### src/rtl/fwad_pkg.sv
// Shared types, constants and the function word table of the detector.
// No dependencies; every other file but the assertion macros header refers to it by scoped names.
`default_nettype none

package fwad_pkg;

	localparam int CHAR_W      = 8;
	localparam int WORD_CHARS  = 6;
	localparam int WORD_BITS   = CHAR_W * WORD_CHARS;
	localparam int TOO_LONG    = WORD_CHARS + 1;
	localparam int CNT_W       = $clog2(TOO_LONG + 1);
	localparam int LEN_W       = 3;
	localparam int WCNT_W      = 4;
	localparam int COUNT_MAX   = 15;
	localparam int TABLE_WORDS = 64;
	localparam int FIFO_DEPTH  = 4;
	localparam int PTR_W       = $clog2(FIFO_DEPTH);
	localparam int FCNT_W      = $clog2(FIFO_DEPTH + 1);
	localparam int PADDR_W     = 3;
	localparam int PDATA_W     = 32;

	// Register index, taken from paddr[2]
	localparam logic REG_MIN_LEN   = 1'b0;
	localparam logic REG_MIN_COUNT = 1'b1;

	localparam logic [CHAR_W-1:0] CHAR_APOS  = 8'h27;
	localparam logic [CHAR_W-1:0] CHAR_UP_A  = 8'h41;
	localparam logic [CHAR_W-1:0] CHAR_UP_Z  = 8'h5a;
	localparam logic [CHAR_W-1:0] CHAR_LO_A  = 8'h61;
	localparam logic [CHAR_W-1:0] CHAR_LO_Z  = 8'h7a;
	localparam logic [CHAR_W-1:0] CASE_SHIFT = 8'h20;

	typedef logic [WORD_BITS-1:0] word_t;

	// One classified byte as it travels from front to back
	typedef struct packed {
		logic              is_letter;
		logic [CHAR_W-1:0] letter;
		logic              is_delim;
		logic              eot;
	} ev_t;

	typedef struct packed {
		logic [LEN_W-1:0]  min_len;
		logic [WCNT_W-1:0] min_count;
	} cfg_t;

	// Words are packed with the first letter highest and zero padding above,
	// so a string literal zero-extended to the word width lines up directly.
	localparam word_t FW_TABLE [TABLE_WORDS] = '{
		48'("the"),   48'("a"),     48'("an"),    48'("of"),    48'("to"),
		48'("and"),   48'("in"),    48'("is"),    48'("are"),   48'("was"),
		48'("were"),  48'("that"),  48'("this"),  48'("it"),    48'("for"),
		48'("with"),  48'("as"),    48'("on"),    48'("at"),    48'("by"),
		48'("be"),    48'("been"),  48'("from"),  48'("or"),    48'("not"),
		48'("you"),   48'("we"),    48'("they"),  48'("he"),    48'("she"),
		48'("his"),   48'("her"),   48'("its"),   48'("their"), 48'("our"),
		48'("my"),    48'("i"),     48'("but"),   48'("if"),    48'("so"),
		48'("then"),  48'("than"),  48'("which"), 48'("who"),   48'("what"),
		48'("when"),  48'("where"), 48'("how"),   48'("all"),   48'("any"),
		48'("can"),   48'("will"),  48'("would"), 48'("should"), 48'("may"),
		48'("might"), 48'("there"), 48'("here"),  48'("do"),    48'("does"),
		48'("did"),   48'("have"),  48'("has"),   48'("had")
	};

	// Parallel compare against every table entry
	function automatic logic in_table(input word_t w);
		logic hit;
		hit = 1'b0;
		for (int i = 0; i < TABLE_WORDS; i++) begin
			hit = hit | (w == FW_TABLE[i]);
		end
		return hit;
	endfunction

endpackage

`default_nettype wire

### src/rtl/fwad_channels.sv
// Handshake channel interfaces: text bytes in, verdicts out.
// Depends on fwad_pkg for field widths.
`default_nettype none

interface fwad_in_if;
	logic                      valid;
	logic                      ready;
	logic [fwad_pkg::CHAR_W-1:0] char_code;
	logic                      has_char;
	logic                      end_of_text;

	modport source(output valid, char_code, has_char, end_of_text, input ready);
	modport sink(input valid, char_code, has_char, end_of_text, output ready);
endinterface

interface fwad_out_if;
	logic                        valid;
	logic                        ready;
	logic                        no_function_word;
	logic [fwad_pkg::WCNT_W-1:0] word_count;

	modport source(output valid, no_function_word, word_count, input ready);
	modport sink(input valid, no_function_word, word_count, output ready);
endinterface

`default_nettype wire

### src/rtl/fwad_front.sv
// Front end: accepts text bytes, folds case and classifies each byte.
// Depends on fwad_pkg and fwad_in_if; feeds the event queue.
`default_nettype none

module fwad_front (
	input  wire logic            clk,
	input  wire logic            arst_n,
	fwad_in_if.sink              text_in,
	output logic                 push,
	output fwad_pkg::ev_t        push_ev,
	input  wire logic            q_full
);

	logic          valid_s1;
	fwad_pkg::ev_t ev_s1;
	fwad_pkg::ev_t ev_c;
	logic          accept;
	logic          upper;
	logic          lower;

	// Take a new beat whenever the stage is empty or drains this cycle
	assign text_in.ready = !valid_s1 || !q_full;
	assign accept        = text_in.valid && text_in.ready;
	assign push          = valid_s1 && !q_full;
	assign push_ev       = ev_s1;

	// Classify the byte: letter (folded to lower case), apostrophe, or word break
	always_comb begin
		upper = (text_in.char_code >= fwad_pkg::CHAR_UP_A) &&
			(text_in.char_code <= fwad_pkg::CHAR_UP_Z);
		lower = (text_in.char_code >= fwad_pkg::CHAR_LO_A) &&
			(text_in.char_code <= fwad_pkg::CHAR_LO_Z);
		ev_c.is_letter = text_in.has_char &&
			(upper || lower || text_in.char_code == fwad_pkg::CHAR_APOS);
		ev_c.letter    = upper ? (text_in.char_code + fwad_pkg::CASE_SHIFT)
			: text_in.char_code;
		ev_c.is_delim  = text_in.has_char && !ev_c.is_letter;
		ev_c.eot       = text_in.end_of_text;
	end

	// Hold the classified beat; drop beats that carry neither byte nor end
	always_ff @(posedge clk or negedge arst_n) begin
		if (!arst_n) begin
			valid_s1 <= 1'b0;
		end else if (accept) begin
			valid_s1 <= text_in.has_char || text_in.end_of_text;
		end else if (push) begin
			valid_s1 <= 1'b0;
		end
	end

	always_ff @(posedge clk) begin
		if (accept) begin
			ev_s1 <= ev_c;
		end
	end

endmodule

`default_nettype wire

### src/rtl/fwad_queue.sv
// Short event queue between front and back end.
// Depends on fwad_pkg for the event type and depth.
`default_nettype none

module fwad_queue (
	input  wire logic           clk,
	input  wire logic           arst_n,
	input  wire logic           push,
	input  fwad_pkg::ev_t       push_ev,
	output logic                full,
	input  wire logic           pop,
	output logic                head_valid,
	output fwad_pkg::ev_t       head_ev
);

	fwad_pkg::ev_t                 mem_q [fwad_pkg::FIFO_DEPTH];
	logic [fwad_pkg::PTR_W-1:0]   wr_ptr_q;
	logic [fwad_pkg::PTR_W-1:0]   rd_ptr_q;
	logic [fwad_pkg::FCNT_W-1:0]  fill_q;

	assign full       = (fill_q == fwad_pkg::FCNT_W'(fwad_pkg::FIFO_DEPTH));
	assign head_valid = (fill_q != '0);
	assign head_ev    = mem_q[rd_ptr_q];

	// Advance pointers and fill level
	always_ff @(posedge clk or negedge arst_n) begin
		if (!arst_n) begin
			wr_ptr_q <= '0;
			rd_ptr_q <= '0;
			fill_q   <= '0;
		end else begin
			if (push) begin
				wr_ptr_q <= wr_ptr_q + 1'b1;
			end
			if (pop) begin
				rd_ptr_q <= rd_ptr_q + 1'b1;
			end
			unique case ({push, pop})
				2'b10:   fill_q <= fill_q + 1'b1;
				2'b01:   fill_q <= fill_q - 1'b1;
				default: fill_q <= fill_q;
			endcase
		end
	end

	// Store entries
	always_ff @(posedge clk) begin
		if (push) begin
			mem_q[wr_ptr_q] <= push_ev;
		end
	end

endmodule

`default_nettype wire

### src/rtl/fwad_back.sv
// Back end: assembles words, matches them against the table and counts them,
// then registers one verdict per text. Depends on fwad_pkg and fwad_out_if.
`default_nettype none

module fwad_back (
	input  wire logic            clk,
	input  wire logic            arst_n,
	input  fwad_pkg::cfg_t       cfg,
	input  wire logic            head_valid,
	input  fwad_pkg::ev_t        head_ev,
	output logic                 pop,
	fwad_out_if.source           verdict_out
);

	fwad_pkg::word_t               word_q;
	logic [fwad_pkg::CNT_W-1:0]    cnt_q;
	logic [fwad_pkg::WCNT_W-1:0]   words_q;
	logic                          saw_q;
	logic                          out_valid_q;
	logic                          nfw_q;
	logic [fwad_pkg::WCNT_W-1:0]   count_q;

	fwad_pkg::word_t               word_n;
	logic [fwad_pkg::CNT_W-1:0]    cnt_n;
	logic [fwad_pkg::LEN_W-1:0]    need;
	logic                          close;
	logic                          counted;
	logic                          hit;
	logic [fwad_pkg::WCNT_W-1:0]   words_n;
	logic                          saw_n;
	logic                          verdict;

	// Pop unless a verdict is due and the output slot is still occupied
	assign pop = head_valid &&
		(!head_ev.eot || !out_valid_q || verdict_out.ready);

	assign verdict_out.valid            = out_valid_q;
	assign verdict_out.no_function_word = nfw_q;
	assign verdict_out.word_count       = count_q;

	// Append the letter, then close the word on a break or at end of text
	always_comb begin
		word_n = word_q;
		cnt_n  = cnt_q;
		if (head_ev.is_letter) begin
			if (int'(cnt_q) < fwad_pkg::WORD_CHARS) begin
				word_n = {word_q[fwad_pkg::WORD_BITS-fwad_pkg::CHAR_W-1:0],
					head_ev.letter};
			end
			if (int'(cnt_q) < fwad_pkg::TOO_LONG) begin
				cnt_n = cnt_q + 1'b1;
			end
		end
		close   = head_ev.is_delim || head_ev.eot;
		need    = (cfg.min_len == '0) ? fwad_pkg::LEN_W'(1) : cfg.min_len;
		counted = close && (int'(cnt_n) >= int'(need));
		hit     = counted && (cnt_n != '0) &&
			(int'(cnt_n) <= fwad_pkg::WORD_CHARS) && fwad_pkg::in_table(word_n);
		words_n = (counted && int'(words_q) < fwad_pkg::COUNT_MAX) ?
			words_q + 1'b1 : words_q;
		saw_n   = saw_q || hit;
		verdict = (words_n >= cfg.min_count) && !saw_n;
	end

	// Hold word and text state; clear after each closed word and each text
	always_ff @(posedge clk or negedge arst_n) begin
		if (!arst_n) begin
			word_q  <= '0;
			cnt_q   <= '0;
			words_q <= '0;
			saw_q   <= 1'b0;
		end else if (pop) begin
			if (close) begin
				word_q <= '0;
				cnt_q  <= '0;
			end else begin
				word_q <= word_n;
				cnt_q  <= cnt_n;
			end
			if (head_ev.eot) begin
				words_q <= '0;
				saw_q   <= 1'b0;
			end else begin
				words_q <= words_n;
				saw_q   <= saw_n;
			end
		end
	end

	// Output slot: drop on handshake, load on a verdict
	always_ff @(posedge clk or negedge arst_n) begin
		if (!arst_n) begin
			out_valid_q <= 1'b0;
		end else if (pop && head_ev.eot) begin
			out_valid_q <= 1'b1;
		end else if (verdict_out.ready) begin
			out_valid_q <= 1'b0;
		end
	end

	always_ff @(posedge clk) begin
		if (pop && head_ev.eot) begin
			nfw_q   <= verdict;
			count_q <= words_n;
		end
	end

endmodule

`default_nettype wire

### src/rtl/function_word_absence_detector_top.sv
// Function word absence detector. Text enters one byte per beat on text_in; letters
// and apostrophes form words, case folded, and any other byte or the end of text ends
// a word. Words at least min_word_length long are counted (saturating at 15) and
// compared with a table of 64 English function words. On the last beat of a text one
// verdict leaves on verdict_out: no_function_word is 1 when word_count reaches
// min_word_count and no counted word was in the table. A beat is taken every cycle
// unless the front stage is held by a full queue; the rate is set by the back end, which
// closes and matches one word per cycle unless a verdict is stalled, and a four-entry
// queue lets bytes keep flowing while a verdict waits to be taken.
// Registers via APB: min_word_length at 0x0 (reset 2), min_word_count at 0x4
// (reset 4); write them only while no text is in flight.
// Depends on fwad_pkg, fwad_channels, fwad_front, fwad_queue and fwad_back.
`default_nettype none

module function_word_absence_detector_top (
	input  wire logic                            clk,
	input  wire logic                            arst_n,
	fwad_in_if.sink                              text_in,
	fwad_out_if.source                           verdict_out,
	input  wire logic                            psel,
	input  wire logic                            penable,
	input  wire logic                            pwrite,
	input  wire logic [fwad_pkg::PADDR_W-1:0]    paddr,
	input  wire logic [fwad_pkg::PDATA_W-1:0]    pwdata,
	output logic      [fwad_pkg::PDATA_W-1:0]    prdata,
	output logic                                 pready
);

	fwad_pkg::cfg_t cfg_q;
	logic           cfg_wr;
	logic           push;
	fwad_pkg::ev_t  push_ev;
	logic           q_full;
	logic           pop;
	logic           head_valid;
	fwad_pkg::ev_t  head_ev;

	assign pready = 1'b1;
	assign cfg_wr = psel && penable && pwrite && pready;

	// Configuration registers
	always_ff @(posedge clk or negedge arst_n) begin
		if (!arst_n) begin
			cfg_q.min_len   <= fwad_pkg::LEN_W'(2);
			cfg_q.min_count <= fwad_pkg::WCNT_W'(4);
		end else if (cfg_wr) begin
			unique case (paddr[2])
				fwad_pkg::REG_MIN_LEN:   cfg_q.min_len   <= pwdata[fwad_pkg::LEN_W-1:0];
				fwad_pkg::REG_MIN_COUNT: cfg_q.min_count <= pwdata[fwad_pkg::WCNT_W-1:0];
				default:                 cfg_q           <= cfg_q;
			endcase
		end
	end

	// Read back
	always_comb begin
		unique case (paddr[2])
			fwad_pkg::REG_MIN_LEN:   prdata = fwad_pkg::PDATA_W'(cfg_q.min_len);
			fwad_pkg::REG_MIN_COUNT: prdata = fwad_pkg::PDATA_W'(cfg_q.min_count);
			default:                 prdata = '0;
		endcase
	end

	fwad_front u_front (
		.clk     (clk),
		.arst_n  (arst_n),
		.text_in (text_in),
		.push    (push),
		.push_ev (push_ev),
		.q_full  (q_full)
	);

	fwad_queue u_queue (
		.clk        (clk),
		.arst_n     (arst_n),
		.push       (push),
		.push_ev    (push_ev),
		.full       (q_full),
		.pop        (pop),
		.head_valid (head_valid),
		.head_ev    (head_ev)
	);

	fwad_back u_back (
		.clk         (clk),
		.arst_n      (arst_n),
		.cfg         (cfg_q),
		.head_valid  (head_valid),
		.head_ev     (head_ev),
		.pop         (pop),
		.verdict_out (verdict_out)
	);

endmodule

`default_nettype wire

### src/flat_wrapper.sv
// flat-port wrapper written by rule: the top's interface ports become plain ports
module function_word_absence_detector_top_flat 
  (clk, arst_n, psel, penable, pwrite, paddr, pwdata, prdata, pready, text_in_valid, text_in_char_code, text_in_has_char, text_in_end_of_text, text_in_ready, verdict_out_valid, verdict_out_no_function_word, verdict_out_word_count, verdict_out_ready);
  fwad_in_if text_in_i ();
  fwad_out_if verdict_out_i ();
  input  wire logic clk;
  input  wire logic arst_n;
  input  wire logic psel;
  input  wire logic penable;
  input  wire logic pwrite;
  input  wire logic [fwad_pkg::PADDR_W-1:0] paddr;
  input  wire logic [fwad_pkg::PDATA_W-1:0] pwdata;
  output logic      [fwad_pkg::PDATA_W-1:0] prdata;
  output logic pready;
  input wire logic [$bits(text_in_i.valid)-1:0] text_in_valid;
  input wire logic [$bits(text_in_i.char_code)-1:0] text_in_char_code;
  input wire logic [$bits(text_in_i.has_char)-1:0] text_in_has_char;
  input wire logic [$bits(text_in_i.end_of_text)-1:0] text_in_end_of_text;
  output wire logic [$bits(text_in_i.ready)-1:0] text_in_ready;
  output wire logic [$bits(verdict_out_i.valid)-1:0] verdict_out_valid;
  output wire logic [$bits(verdict_out_i.no_function_word)-1:0] verdict_out_no_function_word;
  output wire logic [$bits(verdict_out_i.word_count)-1:0] verdict_out_word_count;
  input wire logic [$bits(verdict_out_i.ready)-1:0] verdict_out_ready;
  assign text_in_i.valid = text_in_valid;
  assign text_in_i.char_code = text_in_char_code;
  assign text_in_i.has_char = text_in_has_char;
  assign text_in_i.end_of_text = text_in_end_of_text;
  assign text_in_ready = text_in_i.ready;
  assign verdict_out_valid = verdict_out_i.valid;
  assign verdict_out_no_function_word = verdict_out_i.no_function_word;
  assign verdict_out_word_count = verdict_out_i.word_count;
  assign verdict_out_i.ready = verdict_out_ready;
  function_word_absence_detector_top u_core (.clk(clk), .arst_n(arst_n), .text_in(text_in_i), .verdict_out(verdict_out_i), .psel(psel), .penable(penable), .pwrite(pwrite), .paddr(paddr), .pwdata(pwdata), .prdata(prdata), .pready(pready));
endmodule
### config.mk
export PLATFORM = sky130hd
export DESIGN_NAME = function_word_absence_detector_top_flat
export DESIGN_NICKNAME = d
export VERILOG_FILES = /design/src/rtl/fwad_pkg.sv /design/src/rtl/fwad_channels.sv /design/src/rtl/fwad_front.sv /design/src/rtl/fwad_queue.sv /design/src/rtl/fwad_back.sv /design/src/rtl/function_word_absence_detector_top.sv /design/src/flat_wrapper.sv
export SDC_FILE = /design/constraint.sdc
export NUM_CORES = 1
export LEC_CHECK = 0
export BUFFER_PORTS_ARGS = -buffer_cell sky130_fd_sc_hd__buf_2
export CAP_MARGIN = 20
export CORE_UTILIZATION = 45
export CTS_CLUSTER_SIZE = 20
export DETAILED_ROUTE_END_ITERATION = 7
export PLACE_DENSITY_LB_ADDON = 0.08
export SLEW_MARGIN = 20
export SYNTH_ARGS = -nofsm -noshare
export SYNTH_HDL_FRONTEND = slang
export SYNTH_SLANG_ARGS = --single-unit
### constraint.sdc
create_clock -name clk -period 4.9 [get_ports clk]
set_input_delay 1.47 -clock clk [delete_from_list [all_inputs] [get_ports clk]]
set_output_delay 1.47 -clock clk [all_outputs]
set_load 0.01 [all_outputs]
; ---- Word-level counts from Yosys, hierarchy flattened
; Memory sizes are Yosys's and may differ from the RTL's.
; Index checks and enable logic that the tools add are counted.
[word_totals]
reg_bits = 88
ram_bits = 44
in_bits = 52
out_inout_bits = 40
word_cells = 224
n_memories = 1
[op_classes]
add_sub_neg = 7
order_cmp = 10
eq_ne = 68
mux = 19
bitwise_logic = 64
reduce_logical = 38
[memory_table]
columns = name, words, word_bits, read_ports, rd_ports_with_merged_regs, wr, line
row1 = u_core.u_queue.mem_q, 4, 11, 1, 0, 1, fwad_queue.sv:16  ; fwad_pkg::ev_t mem_q [fwad_pkg::FIFO_DEPTH];
[op_table]
columns = op, n
row1 = $eq A48 B23 Y1 const B, 22
row2 = $eq A48 B15 Y1 const B, 18
row3 = $eq A48 B31 Y1 const B, 15
row4 = $eq A48 B39 Y1 const B, 6
row5 = $mux W48, 3
row6 = $eq A48 B7 Y1 const B, 2
row7 = $pmux W32 S2, 1
row8 = $or A1 B1 Y1, 63
row9 = $eq A48 B47 Y1 const B, 1
row10 = $ge A8 B7 Y1 const B, 2
row11 = $le A8 B7 Y1 const B, 2
row12 = $logic_and A1 B1 Y1, 16
row13 = $mux W3, 4
row14 = $add A8 B6 Y8 const B, 1
row15 = $eq A8 B6 Y1 const B, 1
row16 = $logic_or A1 B1 Y1, 8
row17 = $mux W4, 2
row18 = $mux W8, 1
row19 = $mux W1, 7
row20 = $add A3 B1 Y3 const B, 2
row21 = $logic_not A1 Y1, 6
row22 = $lt A3 B3 Y1 const B, 2
row23 = $pmux W3 S2, 1
row24 = $reduce_bool A2 Y1, 3
row25 = other kinds (14), 17

; ---- Longest topological paths before layout
; Gate-level depths: netlist of run 1.
[depth]
word_depth = 71
ltp_mapped = 22
depth_no_buf = 18

; ---- By module
; Synthesis of run 1 repeated with hierarchy kept, for this count alone.
[hier_totals]
cells_unflattened = 776
area_unflattened_um2 = 8030.2
[modules_own_cells]
columns = module, instances, cells_each, area_each_um2, seq_area_each_um2
row1 = fwad_back, 1, 597, 4948.5, 1576.5
row2 = fwad_queue, 1, 90, 1984.4, 1496.4
row3 = function_word_absence_detector_top, 1, 51, 559.3, 177.7
row4 = fwad_front, 1, 38, 538.0, 355.3

; ---- Worst setup path before layout of run 1
; No wires, ideal clock.
[synth_timing]
path_kind = register -> register
startpoint = reg u_core.u_queue.rd_ptr_q[0] (netlist bit)
endpoint = reg u_core.u_back.nfw_q, in the netlist u_core.u_back.verdict_out.no_function_word (data pin)
arrival_ns = 3.707
required_time_ns = 4.645
path_slack_ns = 0.938
path_stages_with_launch = 21
path_buffers = 5
synth_period_minus_slack_ns = 3.962
path_cell_list = dfrtp_1 buf_6 buf_12 a21o_1 o22a_1 buf_4 buf_4 buf_4 mux2i_1 ha_1 nand2b_1 a21oi_1 nor2b_1 o21a_1 nand2_1 mux2_2 ha_1 a21o_1 a21o_1 a21oi_1 nor2_1
[synth_rtl]
columns = element, line
row1 = from (decl), fwad_queue.sv:18  ; logic [fwad_pkg::PTR_W-1:0] rd_ptr_q;
row2 = from (signal assigned), fwad_queue.sv:36  ; rd_ptr_q <= rd_ptr_q + 1'b1;
row3 = $mem_v2 Z4 W11 (*), -
row4 = $mux W3, fwad_back.sv:45  ; if (head_ev.is_letter) begin
row5 = $ge A3 B3 Y1, fwad_back.sv:56  ; counted = close && (int'(cnt_n) >= int'(need));
row6 = $logic_and A1 B1 Y1 (*), fwad_back.sv:56
row7 = $logic_and A1 B1 Y1 (*), fwad_back.sv:59  ; words_n = (counted && int'(words_q) < fwad_pkg::COUNT_MAX) ?
row8 = $mux W4 (*), fwad_back.sv:59
row9 = net u_core.u_back.words_n (one bit), fwad_back.sv:29  ; logic [fwad_pkg::WCNT_W-1:0] words_n;
row10 = $ge A4 B4 Y1 (*), fwad_back.sv:62  ; verdict = (words_n >= cfg.min_count) && !saw_n;
row11 = $logic_and A1 B1 Y1 (*), fwad_back.sv:62
row12 = net u_core.u_back.verdict, fwad_back.sv:31  ; logic verdict;
row13 = to (signal assigned), fwad_back.sv:103  ; nfw_q <= verdict;
row14 = to (decl), fwad_back.sv:20  ; logic nfw_q;
; Mark *: on every way through the listed nets, which the timed path passes. The rest lies on a longest branch.
; A chain may end at the register's enable or synchronous reset.

; ---- Worst setup path in the final report of run 1
[layout_timing]
startpoint = reg u_core.u_queue.rd_ptr_q[1] (netlist bit)
endpoint = reg u_core.u_back.nfw_q, in the netlist u_core.u_back.verdict_out.no_function_word (data pin)
; The elaborated chain is that of the path after synthesis.

==> summary.md, run 1 <==
| Metric | Value |
|---|---|
| PD cells | 533.8 nW/um^2 |
| Internal | roughly 0.0028 W |
| Overall Power | 0.004760 W |
| # rows | 48 |
| Port Buf Inserts | 32 |
| Gate Count Post-Synth | 809 |
| Max-cap violations | 0 |
| CTS Root Cell | clkbuf_16 |
| Setup Buffers After CTS | 0 |
| CTS tree | yes |
| Total number of vias | 6758 |
| NumNets Final | 891 |
| Worst slew margin | 0.3615 |
| Critical Path Sink Type | flop |
| CP max stage cell | mux2i_1 |
| DR DRC count | 0 |
| Hpwl dp | 16.89 mm |
| Global route overflow | 0 |
| Synth Register Bits | approximately 130 |
| Routed WL per cell | 21.74 microns |
| Slew @ Worst Pin | 0.9577 ns |
| Peak supply drop | 327.8 uV |
| ANT cells | 0 |
| Hold buffers post-CTS | 0 |
| FF-to-FF setup slack | 0.96 ns |
| Synth Warn # | 0 |
| DRT Pass-1 Iters | 6 |
| Initial Util | 0.4670 |
| Setup CP Type | reg2reg |
| Cell breakdown of the critical path | mux2i_1 > mux2i_1 > mux2i_1 > ha_1 > nand2b_1 > a21oi_1 > nor2b_1 > o21a_1 > nand2_1 > mux2_2 > ha_1 > a21o_1 > a21o_1 > a21oi_1 > nor2_1 |
| Final setup fails | 0 |
| Clk pwr share | 0.256 |
| Syn Area/Cell | around 10 sq um |
| Cells on Worst Hold Path | 0 |
| Chip width | roughly 140 microns |
| Crit path top cell by count | mux2i_1 |
| Die Y-Extent | ~140 microns |
| Post-Synthesis Cell Area | 8162 sq um |
| Reg power frac | 0.332 |
| Clk sinks | 132 |
| Die area | 18680 sq um |
| WL final | roughly 23 mm |
| Tcrit/Tclk final | 0.8039 |
| H-tree Lvls | 4 |
| Fin util | 0.5102 |
| Number of enable flip-flop cells after synthesis | 60 |
| 1st-iter DRT viols | 595 |
| Layout cells sized above 1 | 0.1400 |
| Gate power share | 0.413 |
| Fin. Hold Viols | 0 |
| # resized after CTS | 0 |
| Final std cells w/o fill | 1061 |
| Post-route ant nets | 0 |
| Worst Setup EP | u_core.u_back.verdict_out.no_function_word$_DFFE_PP_ |
| Reg2Reg Depth | 15 |
| First-pass GRT wire length | 35.49 mm |
| # fillers | 1576 |
| Crit Reg-Reg Endpoint | u_core.u_back.verdict_out.no_function_word$_DFFE_PP_ |
| Net Sw Power | 0.001996 W |
| Worst-Skew Late Latency | 0.43 ns |
| Outcome | completed |
| Leakage | 3.396 nW |
| Kind of cell adding the most delay to the critical path | multiplexers |
| Sw frac | 0.4192 |
| Placed insts | 1029 |
| RePlAce Congestion | 0.9727 |
| Largest net degree at the start of global routing | 73 |
| Worst Path Buf+Inv | 0 |
| Num CTS Buffers | 17 |
| Worst hold path class | reg2reg |
| CP max stage delay | approximately 0.50 ns |
| Worst flop-to-flop path startpoint | u_core.u_queue.rd_ptr_q[1]$_DFFE_PN0P_ |
| Fin Setup TNS | 0 ns |
| Critical Path Start | u_core.u_queue.rd_ptr_q[1]$_DFFE_PN0P_ |
| Slew Viols, Final | 0 |
| Clk buf depth | 2 |
| WP data required | 5.07 ns |
| Dpl cell area | around 8300 sq um |
| Fraction of registers with async set/reset | 0.5455 |
| Area growth syn-to-layout | 9.260% |
| Most frequent cells in the layout | dfrtp_1, nand2_1, edfxtp_1 |
| Fmax | 0.2539 GHz |
| Design area | 8917 sq um |
| Sequential share of the synthesized area | 0.4418 |
| Core Box Area | between 15000 and 20000 sq um |
| Crit-path max FO | 5 |
| Cell variety after synth | 80 |
| Commonest non-fill, non-tap cell in the layout | dfrtp_1 |
| Number of vias per cell | about 6.4 |
| Clk pin slew, worst setup/hold paths | 0.06 ns |
| Vias in the first global route | roughly 6300 |
| Top FF cell, synth | dfrtp_1 |
| Tmin final | 3.939 ns |
| GRT Util Overall | 0.2555 |
| # IOs | 92 |
| Max Clock Skew | 0.01370 ns |
| Startpoint Class | flop |
| RSZ-0062 raised after global routing | false |
| Initial antenna violation count | 0 |
| Crit path depth | 15 |
| WP data arrival | 4.11 ns |
## cell type report
type	count	area, sq um	share of cell area
multi-input cells	607	4131	0.4633
inverters	22	82.58	0.009261
repair buffers	43	245.2	0.02750
well taps	225	281.5	0.03157
flip-flops and latches	132	3606	0.4044
clock inverters	12	91.34	0.01024
clock buffers	20	479.2	0.05374
## power groups by stage
stage	registers, W	clock network, W	logic [W]
floorplan	0.00151	0	0.00158
CTS	0.00158	0.00124	0.00195
global route	0.00161	0.00128	0.00214
global placement	0.00158	0	0.00191
detailed placement	0.00160	0	0.00194
finish	0.00158	0.00122	0.00196
## how the worst min path moves through the flow
stage / startpoint / endpoint / slack (ns)
after floorplan: u_core.u_front.push_ev[0]$_DFFE_PP_ / u_core.u_queue.mem_q[0][0]$_DFFE_PP_ / 0.46
after global placement: u_core.u_front.push_ev[8]$_DFFE_PP_ / u_core.u_queue.mem_q[1][8]$_DFFE_PP_ / 0.47
after detailed placement: u_core.u_back.word_q[47]$_DFFE_PN0P_ / u_core.u_back.word_q[47]$_DFFE_PN0P_ / 0.49
after CTS: u_core.u_back.word_q[47]$_DFFE_PN0P_ / u_core.u_back.word_q[47]$_DFFE_PN0P_ / 0.50
after global routing: u_core.u_back.word_q[47]$_DFFE_PN0P_ / u_core.u_back.word_q[47]$_DFFE_PN0P_ / 0.51
final: u_core.u_front.push_ev[1]$_DFFE_PP_ / u_core.u_queue.mem_q[2][1]$_DFFE_PP_ / 0.50
## routing by layer
layer / GRT usage / share of wire / up-vias
li1: - / - / 3079
met1: 0.3392 / 0.42 / 3339
met2: 0.4069 / 0.48 / 286
met3: 0.03963 / 0.058 / 54
met4: 0.1247 / 0.036 / 0
met5: 0 / 0 / -
## cells in the mapped netlist, types with 5 or more instances
cell type / instances / share of area
dfrtp_1: 70 / 0.21
nand2_1: 64 / 0.029
edfxtp_1: 60 / 0.22
nor3_1: 54 / 0.033
a22o_1: 50 / 0.054
nor2_1: 49 / 0.023
nand3_1: 48 / 0.029
buf_4: 33 / 0.030
nor4_1: 26 / 0.020
mux2i_1: 25 / 0.031
o21ai_0: 25 / 0.015
clkbuf_1: 22 / 0.010
inv_1: 22 / 0.010
nand4_1: 19 / 0.015
a21oi_1: 15 / 0.0092
ha_1: 15 / 0.023
nand2b_1: 14 / 0.011
buf_2: 13 / 0.0080
mux2_2: 13 / 0.018
nor2b_1: 13 / 0.010
and2_1: 10 / 0.0077
mux4_2: 10 / 0.028
o211ai_1: 9 / 0.0083
a211oi_1: 6 / 0.0055
a31oi_1: 6 / 0.0046
nand4b_1: 6 / 0.0064
nor4b_1: 6 / 0.0064
nor4bb_1: 6 / 0.0074
a21o_1: 5 / 0.0046
xnor2_1: 5 / 0.0054
## per-stage QoR
step | setup slack, ns | hold WS (ns)
6_report | 0.9609 | 0.4991
5_1_grt | 0.5646 | 0.5104
4_1_cts | 0.9518 | 0.5046
3_5_place_dp | 0.9866 | 0.4866
3_3_place_gp | 0.9708 | 0.4678
2_1_floorplan | 0.9382 | 0.4587
## state kept, by name, summed over array words and instances (netlist names)
name                                        cells
u_core.u_queue.mem_q                           44
u_core.u_back.saw_q                             1
u_core.u_back.verdict_out.valid                 1
u_core.u_front.push_ev                         11
u_core.u_queue.wr_ptr_q                         2
u_core.u_back.verdict_out.word_count            4
u_core.u_queue.rd_ptr_q                         2
u_core.u_back.cnt_q                             3
u_core.u_front.valid_s1                         1
u_core.u_back.word_q                           48
u_core.u_back.words_q                           4
u_core.u_back.verdict_out.no_function_word      1
u_core.u_queue.fill_q                           3
u_core.cfg_q                                    7
## cells by family (layout without fill, tap and decap cells)
kind of cell,after synthesis,in the layout,synth area share
AO/OA/AOI/OAI,167,167,0.1561
XOR/XNOR,8,8,0.008585
adder cells (fa/ha/maj),16,16,0.02545
buffers and inverters,97,97,0.06745
flip-flops,132,132,0.4418
multiplexers,51,51,0.08232
other,2,29,0.0009202
AND/OR/NAND/NOR,336,336,0.2174
(Power assumes the default switching activity.)
==> run 2: changes to the inputs <==
==> constraint.sdc (replaced) <==
create_clock -name clk -period 3.5 [get_ports clk]
set_input_delay 1.05 -clock clk [delete_from_list [all_inputs] [get_ports clk]]
set_output_delay 1.05 -clock clk [all_outputs]
set_load 0.01 [all_outputs]
==> summary.md, run 2 (synthesized netlist as in run 1, its figures left out) <==
| Metric | Value |
|---|---|
| Outcome | completed |
| Leakage | 3.673 nW |
| Fin util | 0.5406 |
| Initial Util | 0.4670 |
| # fillers | 1550 |
| Die area | 18680 sq um |
| Final Hold Slack | 0.4952 ns |
| Total number of vias | just under 7000 |
| Hpwl dp | ~18 mm |
| Place WS | -0.07050 ns |
| DR DRC count | 0 |
| WP data arrival | around 3.6 ns |
| Tcrit/Tclk final | 0.9727 |
| PD cells | 758.8 nW/um^2 |
| Cell breakdown of the critical path | mux2i_2 > buf_4 > o22a_2 > mux2i_4 > ha_1 > nand2b_1 > a21oi_1 > nor2b_1 > o21a_2 > nand2_4 > mux2_4 > ha_4 > a21o_1 > a21o_1 > a21oi_2 > nor2_1 |
| Fin worst setup slack | between 0.09 and 0.1 ns |
| Fmax | a little under 0.3 GHz |
| Clk sinks | 132 |
| Clk buf depth | 2 |
| H-tree Lvls | 4 |
| Clk pin slew, worst setup/hold paths | 0.06 ns |
| Worst-Skew Late Latency | 0.42 ns |
| Crit path top cell by count | a21o_1 |
| Max-cap violations | 0 |
| Startpoint Class | flop |
| Worst slew margin | 0.3650 |
| DRT Pass-1 Iters | 5 |
| Vias in the first global route | 6683 |
| Area growth syn-to-layout | 15.76% |
| # rows | 48 |
| Routed WL per cell | 21.31 microns |
| CTS tree | yes |
| RSZ-0062 raised after global routing | true |
| CTS Root Cell | clkbuf_16 |
| GRT Util Overall | 0.2635 |
| Worst hold path class | reg2reg |
| CP max stage cell | dfrtp_2 |
| Largest net degree at the start of global routing | 73 |
| 1st-iter DRT viols | 725 |
| Post-route ant nets | 0 |
| Tmin final | 3.404 ns |
| Port Buf Inserts | 32 |
| Peak supply drop | 481.6 uV |
| Final setup fails | 0 |
| Crit-path max FO | 4 |
| WL final | 23.76 mm |
| Largest register FFs | 48 |
| Slew @ Worst Pin | around 0.95 ns |
| Register area | 3607 sq um |
| Slew Viols, Final | 0 |
| RePlAce Congestion | 0.9990 |
| Layout cells sized above 1 | 0.2101 |
| Critical Path Sink Type | flop |
| Chip width | 136.7 microns |
| WP data required | ~3.7 ns |
| Core Box Area | 17480 sq um |
| ANT cells | 0 |
| Global route overflow | 0 |
| Fin. Hold Viols | 0 |
| Setup CP Type | reg2reg |
| Max Clock Skew | 0.01544 ns |
| Num CTS Buffers | 17 |
| First-pass GRT wire length | 36.76 mm |
| # IOs | 92 |
| Multi-input logic area | 4218 sq um |
| Number of vias per cell | 6.168 |
| Commonest non-fill, non-tap cell in the layout | dfrtp_1 |
| Most frequent cells in the layout | dfrtp_1, buf_4, nand2_1 |
| CP max stage delay | about 0.43 ns |
| Largest Register | u_core.u_back.word_q |
| NumNets Final | 945 |
| Die Y-Extent | roughly 140 microns |
| Initial antenna violation count | 0 |
## run 2: cell count changes in the layout (fill, tap and decap cells not counted), sizes merged
| cell | previous run | this run |
|---|---|---|
| buf | 43 | 97 |
| bufinv | 0 | 1 |
| clkinv | 4 | 2 |
| clkbuf | 20 | 17 |
| inv | 29 | 32 |
| clkinvlp | 1 | 2 |
## run 2: layout make-up
type | count | area share
Sequential cell | 132 | 0.3818
Clock inverter | 15 | 0.01669
Multi-Input combinational cell | 607 | 0.4464
Tap cell | 225 | 0.02980
Clock buffer | 17 | 0.04503
Inverter | 22 | 0.008741
Timing Repair Buffer | 97 | 0.07151
## run 2: worst max-delay path: cells and delay by family (launching register included)
kind,cells,cell delay [ns]
AO/OA/AOI/OAI,6,1.08
multiplexers,3,0.67
adder cells (fa/ha/maj),2,0.46
flip-flops,1,0.43
AND/OR/NAND/NOR,4,0.37
buffers and inverters,1,0.16
## run 2: repair_timing
item / CTS / global route
pin swaps: 1 / 5
setup endpoints to repair: 1 / 1
resized for setup: 4 / 8
hold buffers: 0 / 0
buffers inserted: 1 / 3
hold endpoints to repair: 0 / 0
cloned: 0 / 0
## run 2: final timing paths
check,startpoint,endpoint,slack [ns],depth (start not counted)
worst max-delay path,u_core.u_queue.rd_ptr_q[1]$_DFFE_PN0P_,u_core.u_back.verdict_out.no_function_word$_DFFE_PP_,0.1,16
worst min-delay path,u_core.u_front.push_ev[7]$_DFFE_PP_,u_core.u_queue.mem_q[0][7]$_DFFE_PP_,0.50,0
worst max register to register,u_core.u_queue.rd_ptr_q[1]$_DFFE_PN0P_,u_core.u_back.verdict_out.no_function_word$_DFFE_PP_,0.1,16
worst min register to register,u_core.u_front.push_ev[7]$_DFFE_PP_,u_core.u_queue.mem_q[0][7]$_DFFE_PP_,0.50,0
max in group asynchronous,arst_n,u_core.u_queue.rd_ptr_q[1]$_DFFE_PN0P_,2.04,1
min in group asynchronous,arst_n,u_core.u_back.word_q[26]$_DFFE_PN0P_,0.74,1
## run 2: where the power goes
part | switching (W) | internal, W | leakage [nW]
clock network | 0.000742 | 0.00101 | 0.282
registers | 0.000229 | 0.00195 | 1.52
logic | 0.00198 | 0.00126 | 1.87
total | 0.00295 | 0.00422 | 3.67
## run 2: through the flow
stage	power [W]	std cells	instance area (sq um)	setup TNS [ns]
after detailed placement	0.005316	1079	8786	-0.07050
after CTS	0.007111	1112	9393	0
after global placement	0.005258	1079	8786	0
final	0.007169	1115	9448	0
after floorplan	0.004391	836	8313	-0.1507
after global routing	0.007588	1115	9448	-0.05735
## run 2: per-layer routing
| layer | vias to the layer above | share of wire | wire length (microns) | track usage |
|---|---|---|---|---|
| li1 | 3182 | - | - | - |
| met1 | 3359 | 0.42 | 9913 | 0.3337 |
| met2 | 280 | 0.49 | 11730 | 0.4315 |
| met3 | 56 | 0.060 | 1415 | 0.05704 |
| met4 | 0 | 0.030 | 702 | 0.1179 |
| met5 | - | 0 | 0 | 0 |
